File: config.mk
export PLATFORM = sky130hd
export DESIGN_NAME = pot_average_lock_hysteresis
export DESIGN_NICKNAME = d
export VERILOG_FILES = /design/src/sv/pal_pkg.sv /design/src/sv/pot_average_lock_hysteresis.sv /design/src/sv/pal_queue.sv /design/src/sv/pal_front.sv /design/src/sv/pal_back.sv
export SDC_FILE = /design/constraint.sdc
export NUM_CORES = 1
export LEC_CHECK = 0
export ABC_AREA = 1
export BUFFER_PORTS_ARGS = -buffer_cell sky130_fd_sc_hd__buf_2
export CAP_MARGIN = 20
export CORE_UTILIZATION = 40
export DETAILED_ROUTE_END_ITERATION = 7
export PLACE_DENSITY = 0.66
export SLEW_MARGIN = 20
export SYNTH_ARGS = -nofsm -noshare
export SYNTH_HDL_FRONTEND = slang
export SYNTH_HIERARCHICAL = 1
export SYNTH_SLANG_ARGS = --single-unit
File: constraint.sdc
create_clock -name clk -period 4.5 [get_ports clk]
set_input_delay 0.9 -clock clk [delete_from_list [all_inputs] [get_ports clk]]
set_output_delay 0.9 -clock clk [all_outputs]
set_load 0.005 [all_outputs]
File: src/sv/pal_pkg.sv
// Shared types and constants for the potentiometer conditioner.
// No dependencies.
package pal_pkg;

	localparam int AVG_LOG2  = 3;
	localparam int AVG_DEPTH = 1 << AVG_LOG2;
	localparam int THRESH_W  = 12;
	localparam int HOLD_W    = 8;
	localparam int MEAN_W    = 12;
	localparam int CFG_IDX_W = 2;
	localparam int CFG_DATA_W = 12;

	localparam logic [THRESH_W-1:0] MOVE_THRESHOLD_RST = 12'd20;
	localparam logic [THRESH_W-1:0] LOCK_THRESHOLD_RST = 12'd40;
	localparam logic [HOLD_W-1:0]   HOLD_TICKS_RST     = 8'd50;

	typedef enum logic [CFG_IDX_W-1:0] {
		REG_MOVE_THRESHOLD = 2'd0,
		REG_LOCK_THRESHOLD = 2'd1,
		REG_HOLD_TICKS     = 2'd2
	} reg_idx_t;

	typedef enum logic {
		FUNC_SAMPLE = 1'b0,
		FUNC_LOCK   = 1'b1
	} func_t;

	typedef struct packed {
		logic [THRESH_W-1:0] move_threshold;
		logic [THRESH_W-1:0] lock_threshold;
		logic [HOLD_W-1:0]   hold_ticks;
	} cfg_t;

endpackage

File: src/sv/pot_average_lock_hysteresis.sv
// Potentiometer conditioner top level: 8-sample moving average with
// hysteresis on reported changes and a pickup lock.
// Depends on pal_pkg, pal_front, pal_queue and pal_back.
//
// Input channel (in_valid / in_stall): each item carries func and sample.
//   A sample item (func 0) enters the ring; a lock item (func 1) captures
//   the current mean as the lock position and clears the settle counter.
// Output channel (out_valid / out_stall): one result per item, in order:
//   mean_value, value_changed, is_locked, is_active.
// Configuration: write cfg_data to register cfg_index on a cycle with
//   cfg_write high; 0 move threshold, 1 lock threshold, 2 hold ticks.
//   Other indexes are ignored. Write only while the block is idle.
// Throughput: one item per cycle while the queue has room. The ring keeps
//   a running sum, so the mean costs one add and subtract in the front;
//   the back needs one compare pair.
// Path: an accepted item goes from the front into the queue, then from
//   the back into the output register, where it waits out any stall.
// Stalls: the two-entry queue lets the front keep taking items while a
//   result waits; in_stall rises only once the queue is full.
// Reset: clears the ring, sum, lock and settle state, empties the queue and
//   loads register defaults of 20, 40 and 50. No clearing pass is needed.
module pot_average_lock_hysteresis #(
	parameter int SAMPLE_BITS = 12
) (
	input  logic                   clk,
	input  logic                   arst_n,
	input  logic                   in_valid,
	output logic                   in_stall,
	input  logic                   func,
	input  logic [SAMPLE_BITS-1:0] sample,
	output logic                   out_valid,
	input  logic                   out_stall,
	output logic [pal_pkg::MEAN_W-1:0] mean_value,
	output logic                   value_changed,
	output logic                   is_locked,
	output logic                   is_active,
	input  logic                   cfg_write,
	input  logic [pal_pkg::CFG_IDX_W-1:0]  cfg_index,
	input  logic [pal_pkg::CFG_DATA_W-1:0] cfg_data
);
	import pal_pkg::*;

	localparam int QW = SAMPLE_BITS + 1;

	cfg_t                   cfg_q;
	logic                   q_full;
	logic                   q_valid;
	logic                   q_pop;
	logic                   accept;
	logic [SAMPLE_BITS-1:0] front_mean;
	logic [QW-1:0]          q_rd;

	// Register file; keep only the low bits of each write.
	always_ff @(posedge clk or negedge arst_n) begin
		if (!arst_n) begin
			cfg_q.move_threshold <= MOVE_THRESHOLD_RST;
			cfg_q.lock_threshold <= LOCK_THRESHOLD_RST;
			cfg_q.hold_ticks     <= HOLD_TICKS_RST;
		end else if (cfg_write) begin
			case (cfg_index)
				REG_MOVE_THRESHOLD: cfg_q.move_threshold <= cfg_data[THRESH_W-1:0];
				REG_LOCK_THRESHOLD: cfg_q.lock_threshold <= cfg_data[THRESH_W-1:0];
				REG_HOLD_TICKS:     cfg_q.hold_ticks     <= cfg_data[HOLD_W-1:0];
				default: ;
			endcase
		end
	end

	// Take an item whenever the queue has room.
	assign in_stall = q_full;
	assign accept   = in_valid && !q_full;

	pal_front #(
		.SAMPLE_BITS(SAMPLE_BITS)
	) u_front (
		.clk    (clk),
		.arst_n (arst_n),
		.accept (accept),
		.func   (func),
		.sample (sample),
		.mean   (front_mean)
	);

	pal_queue #(
		.W(QW)
	) u_queue (
		.clk       (clk),
		.arst_n    (arst_n),
		.push      (accept),
		.push_data ({func, front_mean}),
		.full      (q_full),
		.pop       (q_pop),
		.pop_data  (q_rd),
		.not_empty (q_valid)
	);

	pal_back #(
		.SAMPLE_BITS(SAMPLE_BITS)
	) u_back (
		.clk           (clk),
		.arst_n        (arst_n),
		.cfg           (cfg_q),
		.q_valid       (q_valid),
		.q_func        (q_rd[QW-1]),
		.q_mean        (q_rd[SAMPLE_BITS-1:0]),
		.q_pop         (q_pop),
		.out_valid     (out_valid),
		.out_stall     (out_stall),
		.mean_value    (mean_value),
		.value_changed (value_changed),
		.is_locked     (is_locked),
		.is_active     (is_active)
	);

endmodule

File: src/sv/pal_queue.sv
// Two-entry queue between the averaging front and the hysteresis back.
// Depends on nothing; width set by parameter.
module pal_queue #(
	parameter int W = 13
) (
	input  logic         clk,
	input  logic         arst_n,
	input  logic         push,
	input  logic [W-1:0] push_data,
	output logic         full,
	input  logic         pop,
	output logic [W-1:0] pop_data,
	output logic         not_empty
);

	logic [W-1:0] slot_q [2];
	logic         wr_ptr_q;
	logic         rd_ptr_q;
	logic [1:0]   count_q;

	assign full      = (count_q == 2'd2);
	assign not_empty = (count_q != 2'd0);
	assign pop_data  = slot_q[rd_ptr_q];

	always_ff @(posedge clk) begin
		if (push) begin
			slot_q[wr_ptr_q] <= push_data;
		end
	end

	always_ff @(posedge clk or negedge arst_n) begin
		if (!arst_n) begin
			wr_ptr_q <= 1'b0;
			rd_ptr_q <= 1'b0;
			count_q  <= 2'd0;
		end else begin
			if (push) begin
				wr_ptr_q <= ~wr_ptr_q;
			end
			if (pop) begin
				rd_ptr_q <= ~rd_ptr_q;
			end
			if (push && !pop) begin
				count_q <= count_q + 2'd1;
			end else if (pop && !push) begin
				count_q <= count_q - 2'd1;
			end
		end
	end

endmodule

File: src/sv/pal_front.sv
// Front end: takes items, updates the sample ring and running sum, forms the mean.
// Depends on pal_pkg.
module pal_front #(
	parameter int SAMPLE_BITS = 12
) (
	input  logic                   clk,
	input  logic                   arst_n,
	input  logic                   accept,
	input  logic                   func,
	input  logic [SAMPLE_BITS-1:0] sample,
	output logic [SAMPLE_BITS-1:0] mean
);
	import pal_pkg::*;

	localparam int SUM_W = SAMPLE_BITS + AVG_LOG2;

	logic [SAMPLE_BITS-1:0] ring_q [AVG_DEPTH];
	logic [AVG_LOG2-1:0]    idx_q;
	logic [SUM_W-1:0]       sum_q;
	logic [SUM_W-1:0]       sum_nxt;
	logic                   is_sample;

	assign is_sample = (func == FUNC_SAMPLE);

	// Swap the oldest entry out of the running sum.
	assign sum_nxt = sum_q - SUM_W'(ring_q[idx_q]) + SUM_W'(sample);

	// Lock items see the current mean; samples see it after the swap.
	assign mean = is_sample ? sum_nxt[SUM_W-1:AVG_LOG2] : sum_q[SUM_W-1:AVG_LOG2];

	always_ff @(posedge clk or negedge arst_n) begin
		if (!arst_n) begin
			for (int i = 0; i < AVG_DEPTH; i++) begin
				ring_q[i] <= '0;
			end
			idx_q <= '0;
			sum_q <= '0;
		end else if (accept && is_sample) begin
			ring_q[idx_q] <= sample;
			idx_q         <= idx_q + AVG_LOG2'(1);
			sum_q         <= sum_nxt;
		end
	end

endmodule

File: src/sv/pal_back.sv
// Back end: lock and hysteresis state, settle counter, output register.
// Depends on pal_pkg.
module pal_back #(
	parameter int SAMPLE_BITS = 12
) (
	input  logic                   clk,
	input  logic                   arst_n,
	input  pal_pkg::cfg_t          cfg,
	input  logic                   q_valid,
	input  logic                   q_func,
	input  logic [SAMPLE_BITS-1:0] q_mean,
	output logic                   q_pop,
	output logic                   out_valid,
	input  logic                   out_stall,
	output logic [pal_pkg::MEAN_W-1:0] mean_value,
	output logic                   value_changed,
	output logic                   is_locked,
	output logic                   is_active
);
	import pal_pkg::*;

	localparam int CMP_W = (SAMPLE_BITS > THRESH_W) ? SAMPLE_BITS : THRESH_W;

	logic                   locked_q;
	logic [SAMPLE_BITS-1:0] last_q;
	logic [SAMPLE_BITS-1:0] lock_pos_q;
	logic [HOLD_W-1:0]      settle_q;
	logic                   out_valid_q;
	logic [MEAN_W-1:0]      mean_q;
	logic                   changed_q;
	logic                   locked_out_q;
	logic                   active_q;

	logic [CMP_W-1:0]       m_ext;
	logic [CMP_W-1:0]       last_ext;
	logic [CMP_W-1:0]       pos_ext;
	logic [CMP_W-1:0]       move_diff;
	logic [CMP_W-1:0]       lock_diff;
	logic                   moved;
	logic                   escaped;

	logic                   locked_nxt;
	logic [SAMPLE_BITS-1:0] last_nxt;
	logic [SAMPLE_BITS-1:0] lock_pos_nxt;
	logic [HOLD_W-1:0]      settle_nxt;
	logic                   changed_nxt;

	assign q_pop = q_valid && (!out_valid_q || !out_stall);

	assign m_ext     = CMP_W'(q_mean);
	assign last_ext  = CMP_W'(last_q);
	assign pos_ext   = CMP_W'(lock_pos_q);
	assign move_diff = (m_ext > last_ext) ? (m_ext - last_ext) : (last_ext - m_ext);
	assign lock_diff = (m_ext > pos_ext) ? (m_ext - pos_ext) : (pos_ext - m_ext);
	assign moved     = move_diff > CMP_W'(cfg.move_threshold);
	assign escaped   = lock_diff > CMP_W'(cfg.lock_threshold);

	always_comb begin
		locked_nxt   = locked_q;
		last_nxt     = last_q;
		lock_pos_nxt = lock_pos_q;
		settle_nxt   = settle_q;
		changed_nxt  = 1'b0;
		if (q_func == FUNC_LOCK) begin
			locked_nxt   = 1'b1;
			lock_pos_nxt = q_mean;
			settle_nxt   = '0;
		end else if (locked_q) begin
			if (escaped) begin
				locked_nxt  = 1'b0;
				last_nxt    = q_mean;
				settle_nxt  = cfg.hold_ticks;
				changed_nxt = 1'b1;
			end
		end else if (moved) begin
			last_nxt    = q_mean;
			settle_nxt  = cfg.hold_ticks;
			changed_nxt = 1'b1;
		end else if (settle_q != '0) begin
			settle_nxt = settle_q - HOLD_W'(1);
		end
	end

	always_ff @(posedge clk or negedge arst_n) begin
		if (!arst_n) begin
			locked_q    <= 1'b0;
			last_q      <= '0;
			lock_pos_q  <= '0;
			settle_q    <= '0;
			out_valid_q <= 1'b0;
		end else begin
			if (q_pop) begin
				locked_q    <= locked_nxt;
				last_q      <= last_nxt;
				lock_pos_q  <= lock_pos_nxt;
				settle_q    <= settle_nxt;
				out_valid_q <= 1'b1;
			end else if (!out_stall) begin
				out_valid_q <= 1'b0;
			end
		end
	end

	always_ff @(posedge clk) begin
		if (q_pop) begin
			mean_q       <= MEAN_W'(q_mean);
			changed_q    <= changed_nxt;
			locked_out_q <= locked_nxt;
			active_q     <= (settle_nxt != '0);
		end
	end

	assign out_valid     = out_valid_q;
	assign mean_value    = mean_q;
	assign value_changed = changed_q;
	assign is_locked     = locked_out_q;
	assign is_active     = active_q;

endmodule

==> metrics.yaml, run 1 <==
clock_network:
  clock-sinks: 225
  htreeDepth: 1
  clockBufferDepth: 3
  cts_root_buffer: "clkbuf_16"
  cts_tree: "yes"
  numCtsBuffers: 26
  clock_latency_ns: 0.56
  clkSlewWorstSetupHoldPaths_ns: 0.06
floorplan:
  pin_count: 49
  num_rows: 68
  die_y_um: 190
  core_um2: 34700
  die_width_um: 190
  die-area_um2: 36300
  start_util_pct: 40.9
route:
  drt_iter0_markers: 592
  firstDrtPassIters: 5
  detail-route-antenna-nets: 0
  routed_wl_mm: 36.7
  wl_per_cell_um: 15.5
  vias_per_cell: 5.08
  vias: 12000
  drc: 0
timing:
  rsz0062_at_grt: "true"
  slew_headroom_pct: 30.5
  slew_violations: 0
  worstMarginPinSlew_ns: 1.04
  post-route-period-util_pct: 96.1
  final.setup.worst_slack_ns: 0.177
  period_minus_slack_ns: 4.32
  setup_viol: 0
  fin_tns_setup_ns: 0
  hold_violations: 0
  max_freq_mhz: 231
  skew_ns: 0.0112
synthesis:
  ys_ff_latch: 225
  yosys_most_used_dff: "dfrtp_1"
  synth_edf_count: 41
  netlist_instances: 1813
  synth.most_common_cell: "nand2_1"
  synth_area_leader_cell: "dfrtp_1"
  syn_area_per_cell_um2: 7.84
  ys_seq_area_share_pct: 41.1
  ys_warn_count: 6
  async_reset_ff_share_pct: 81.8
  synth_fp_nets: 1950
  synth_cell_types: 49
  synth.top_cell.area_share_pct: 31.2
  synth_area_leaders: "dfrtp_1, nand2_1, edfxtp_1, ha_1, inv_1"
  synthTopCellsByCount: "nand2_1, inv_1, dfrtp_1"
  syn_area_um2: 14200
placement:
  dp.cells: 2288
  gp_congestion: 0.874
  port_buffers: 48
  place_ws_ns: -0.0294
  dp_hpwl_mm: 25.9
critical_path:
  crit_path_frequent_cell: "nand2_1"
  r2r_end: "u_back/last_ext[7]"
  critPathRequiredTime_ns: 4.95
  crit-reg2reg-launch: "u_queue/rd_ptr_q"
  worst-r2r-setup-slack_ns: 0.18
  cp_max_fo: 12
  crit_path_start_kind: "flip-flop"
  worstRegToRegCells: 28
  critPathLaunch: "u_queue/rd_ptr_q"
  cp_slowest_stage_delay_ns: 0.45
  endpoint_kind: "flip-flop"
  cp_slowest_cell: "o21ai_0"
  crit_type: "reg2reg"
  cp.arrival_ns: 4.77
cells_and_area:
  instances_no_fill: 2360
  final_core_util_pct: 47.5
  multi_input_area_um2: 7430
  area_growth_pct: 16.1
  fill_cells: 3363
  regArea_um2: 5850
  antenna-diode-count: 0
  drive_gt1_share_pct: 15.6
  nets: 2022
worst_hold_path:
  hold_path_class: "in2async"
run_status:
  outcome: "completed"
flow_run:
  maxCapViolCount: 0
global_route:
  grt_pass1_wl_mm: 58.7
  antenna_found_initial: 0
  grt_overflow: 0
  grt_pass1_vias: 11700
  grtUsageTotal_pct: 20.2
  grt_max_degree: 87
-- cells by family after synthesis --
kind of cell	after synthesis	share of synthesized area [%]
and+or+nand+nor	755	22.3
buffers and inverters	351	9.90
AOI/OAI and AO/OA	319	12.7
DFF	225	41.1
adders and majority gates	105	10.1
xor gates and xnor gates	45	2.77
muxes	13	1.03
-- metrics by stage --
stage	cell area (um^2)	hold WS (ns)
after floorplan	14200	0.442
after detailed placement	15000	0.456
after CTS	15900	0.422
after global placement	15000	0.453
after global routing	16500	0.452
final	16500	0.392
-- cells in the final DEF (no fill, tap or decap), types with 7 or more instances in the layout --
cell,n
nand2_1,511
inv_1,265
dfrtp_1,176
o21ai_0,104
nand3_1,80
ha_1,77
nor2_1,74
o21ai_1,71
a21oi_1,61
buf_4,48
buf_2,47
xor2_1,42
edfxtp_1,41
nand4_1,28
clkbuf_16,26
nand2_2,18
o21ai_2,16
inv_2,15
a21oi_2,13
o211ai_1,13
fa_1,13
nand3_2,12
o2111ai_1,12
o21a_1,11
nand2_4,10
ha_4,9
clkinv_2,8
dfstp_2,7
mux2_4,7
-- final cells by class --
class                           count  area share, %
Clock buffer                       32           4.20
Inverter                          288           6.68
Multi-Input combinational cell   1242           45.0
Clock inverter                     16           1.01
Sequential cell                   225           35.4
Tap cell                          455           3.45
Timing Repair Buffer              102           4.19
-- per-layer routing --
metal | vias up | track usage (%) | routed length, um
met2 | 277 | 35.0 | 17600
met3 | 93 | 2.71 | 1470
met1 | 5658 | 24.6 | 15800
met5 | - | 0 | 0
li1 | 5951 | - | -
met4 | 0 | 9.63 | 1830
-- worst max-delay path by stage --
stage                                    end  slack [ns]  cells past startpoint
after global placement      u_back/is_active       -0.03                     29
after global routing        u_back/is_active       -0.11                     31
after detailed placement    u_back/is_active       -0.03                     29
after CTS                   u_back/is_active        0.02                     30
after floorplan             u_back/is_active        0.34                     30
final                     u_back/last_ext[7]        0.18                     28
-- worst max-delay path, delay by kind of cell, from the launching register on --
family | cells | cell delay [ns]
simple gates | 15 | 1.50
compound gates | 3 | 0.62
fa+ha+maj | 2 | 0.57
mux | 1 | 0.26
flops | 1 | 0.41
buf+inv | 6 | 0.65
xor+xnor | 1 | 0.18
-- sequential cells by signal, indices dropped and copies added (netlist names), 2 cells and up --
signal	cells
cfg_q	32
u_front/idx_q	3
u_front/ring_q	96
u_front/sum_q	15
u_back/last_ext	12
u_back/settle_q	8
u_back/mean_value	12
u_queue/slot_q	26
u_queue/count_q	2
u_back/lock_pos_q	12
-- what timing repair did --
action                                  in CTS  in global routing
buffers inserted                             0                 18
gates cloned                                 1                  5
endpoints found under the setup margin      13                 21
pin swaps                                    1                 26
hold buffers                                 0                  0
resized for setup                            4                114
Power of run 1 is not shown: default switching activity piles up to over one toggle a cycle in this logic, so the estimate is an artifact.
==> run 2, diff against run 1 <==
--- a/config.mk
+++ b/config.mk
@@ -10,7 +10,8 @@
 export CAP_MARGIN = 20
 export CORE_UTILIZATION = 40
 export DETAILED_ROUTE_END_ITERATION = 7
-export PLACE_DENSITY = 0.66
+export PLACE_DENSITY = 0.53
+export SETUP_SLACK_MARGIN = 0.2
 export SLEW_MARGIN = 20
 export SYNTH_ARGS = -nofsm -noshare
 export SYNTH_HDL_FRONTEND = slang
==> run 2 against run 1 <==
  * Critical path depth increased by 1
  * Die area unchanged
  * Via count shrank 0.73%
  * Wire length grew 7.5%
  * Critical path type unchanged
  * Largest cell class unchanged
==> metrics.yaml, run 2 (synthesis gave the netlist of run 1 again) <==
cells_and_area:
  instances_no_fill: 2390
  area_growth_pct: 22.4
  top_register: "u_front/ring_q"
  mostFrequentLayoutCells: "nand2_1, inv_1, dfrtp_1"
  antenna-diode-count: 0
  largest_reg_flops: 96
  largestRegisters: "u_front/ring_q (96), cfg_q (32), u_queue/slot_q (26)"
  drive_gt1_share_pct: 21.7
  final_core_util_pct: 50.1
  layout_commonest_cell: "nand2_1"
  nets: 2050
global_route:
  grtUsageTotal_pct: 21.7
  grt_max_degree: 96
  grt_overflow: 0
  grt_pass1_vias: 11500
  grt_pass1_wl_mm: 61.9
  antenna_found_initial: 0
worst_hold_path:
  hold_path_class: "in2async"
floorplan:
  die_y_um: 190
  pin_count: 49
  die_width_um: 190
  start_util_pct: 40.9
  num_rows: 68
  core_um2: 34700
  die-area_um2: 36300
critical_path:
  crit_path_start_kind: "flip-flop"
  worstRegToRegCells: 29
  cp.depth: 29
  cp_slowest_cell: "dfrtp_2"
  cp_slowest_stage_delay_ns: 0.45
  endpoint_kind: "flip-flop"
  crit_type: "reg2reg"
  critPathLaunch: "u_queue/rd_ptr_q"
  crit_buf_inv: 6
  critPathRequiredTime_ns: 4.81
  path_delay_family: "simple AND/OR/NAND/NOR gates"
  cp_max_fo: 6
  crit_path_frequent_cell: "nand2_2"
  crit-reg2reg-launch: "u_queue/rd_ptr_q"
  cp.arrival_ns: 4.56
clock_network:
  clock_latency_ns: 0.59
  clockBufferDepth: 3
  cts_tree: "yes"
  htreeDepth: 1
  clock-sinks: 225
  cts_root_buffer: "clkbuf_16"
  numCtsBuffers: 28
  clkSlewWorstSetupHoldPaths_ns: 0.06
  postCtsHoldBufs: 0
placement:
  dp.cells: 2288
  dp_hpwl_mm: 27.7
  port_buffers: 48
  place_ws_ns: -0.109
  gp_congestion: 0.842
route:
  firstDrtPassIters: 5
  vias_per_cell: 4.98
  drc: 0
  drt_iter0_markers: 662
  routed_wl_mm: 39.4
  detail-route-antenna-nets: 0
  wl_per_cell_um: 16.5
  vias: 11900
timing:
  post-route-period-util_pct: 94.3
  skew_ns: 0.0406
  rsz0062_at_grt: "true"
  slew_headroom_pct: 32.6
  hold_violations: 0
  setup_viol: 0
  final.setup.worst_slack_ns: 0.258
  slew_violations: 0
  period_minus_slack_ns: 4.24
  max_freq_mhz: 236
  worstMarginPinSlew_ns: 1.01
flow_run:
  maxCapViolCount: 0
run_status:
  outcome: "completed"
run 2: cell types whose count changed in the layout (fill, tap and decap cells not counted), sizes merged:
cell and change:
buf +25, bufinv -1, clkinv +4, clkinvlp -3
clkbuf +4, nand2 +1
run 2: metrics by stage:
stage                     setup TNS (ns)  hold slack [ns]  cell area [um^2]
final                                  0            0.383             17400
after global routing                   0            0.454             17400
after CTS                              0            0.417             16300
after detailed placement          -0.299            0.458             15000
after global placement           -0.0680            0.452             15000
after floorplan                        0            0.442             14200
run 2: repair_timing:
item,CTS,global route
gates cloned,5,2
setup endpoints to repair,21,22
pin swaps,19,83
gates resized for setup,67,198
setup buffers,17,26
run 2: path summary, 6_finish.rpt:
check	to	slack (ns)
max	u_back/is_active	0.26
min	u_front/ring_q[82]	0.38
max reg2reg	u_back/is_active	0.26
min reg2reg	cfg_q[13]	0.46
max in group asynchronous	u_front/ring_q[85]	3.11
min in group clk	cfg_q[13]	0.46
run 2: cell type report:
| cell class | count | area [um^2] |
|---|---|---|
| inverter | 288 | 1130 |
| timing repair buffer | 127 | 932 |
| sequential | 225 | 5850 |
| fill | 3295 | 17300 |
| tap | 455 | 569 |
| multi-input combinational | 1243 | 8000 |
| clock buffer | 36 | 773 |
| clock inverter | 16 | 145 |
run 2: per-layer routing:
layer,track usage (%),wire [um]
met5,0,0
met4,8.86,1630
met1,27.6,17400
met2,37.2,19200
met3,2.63,1210
Power of run 2 is left out for the same reason.
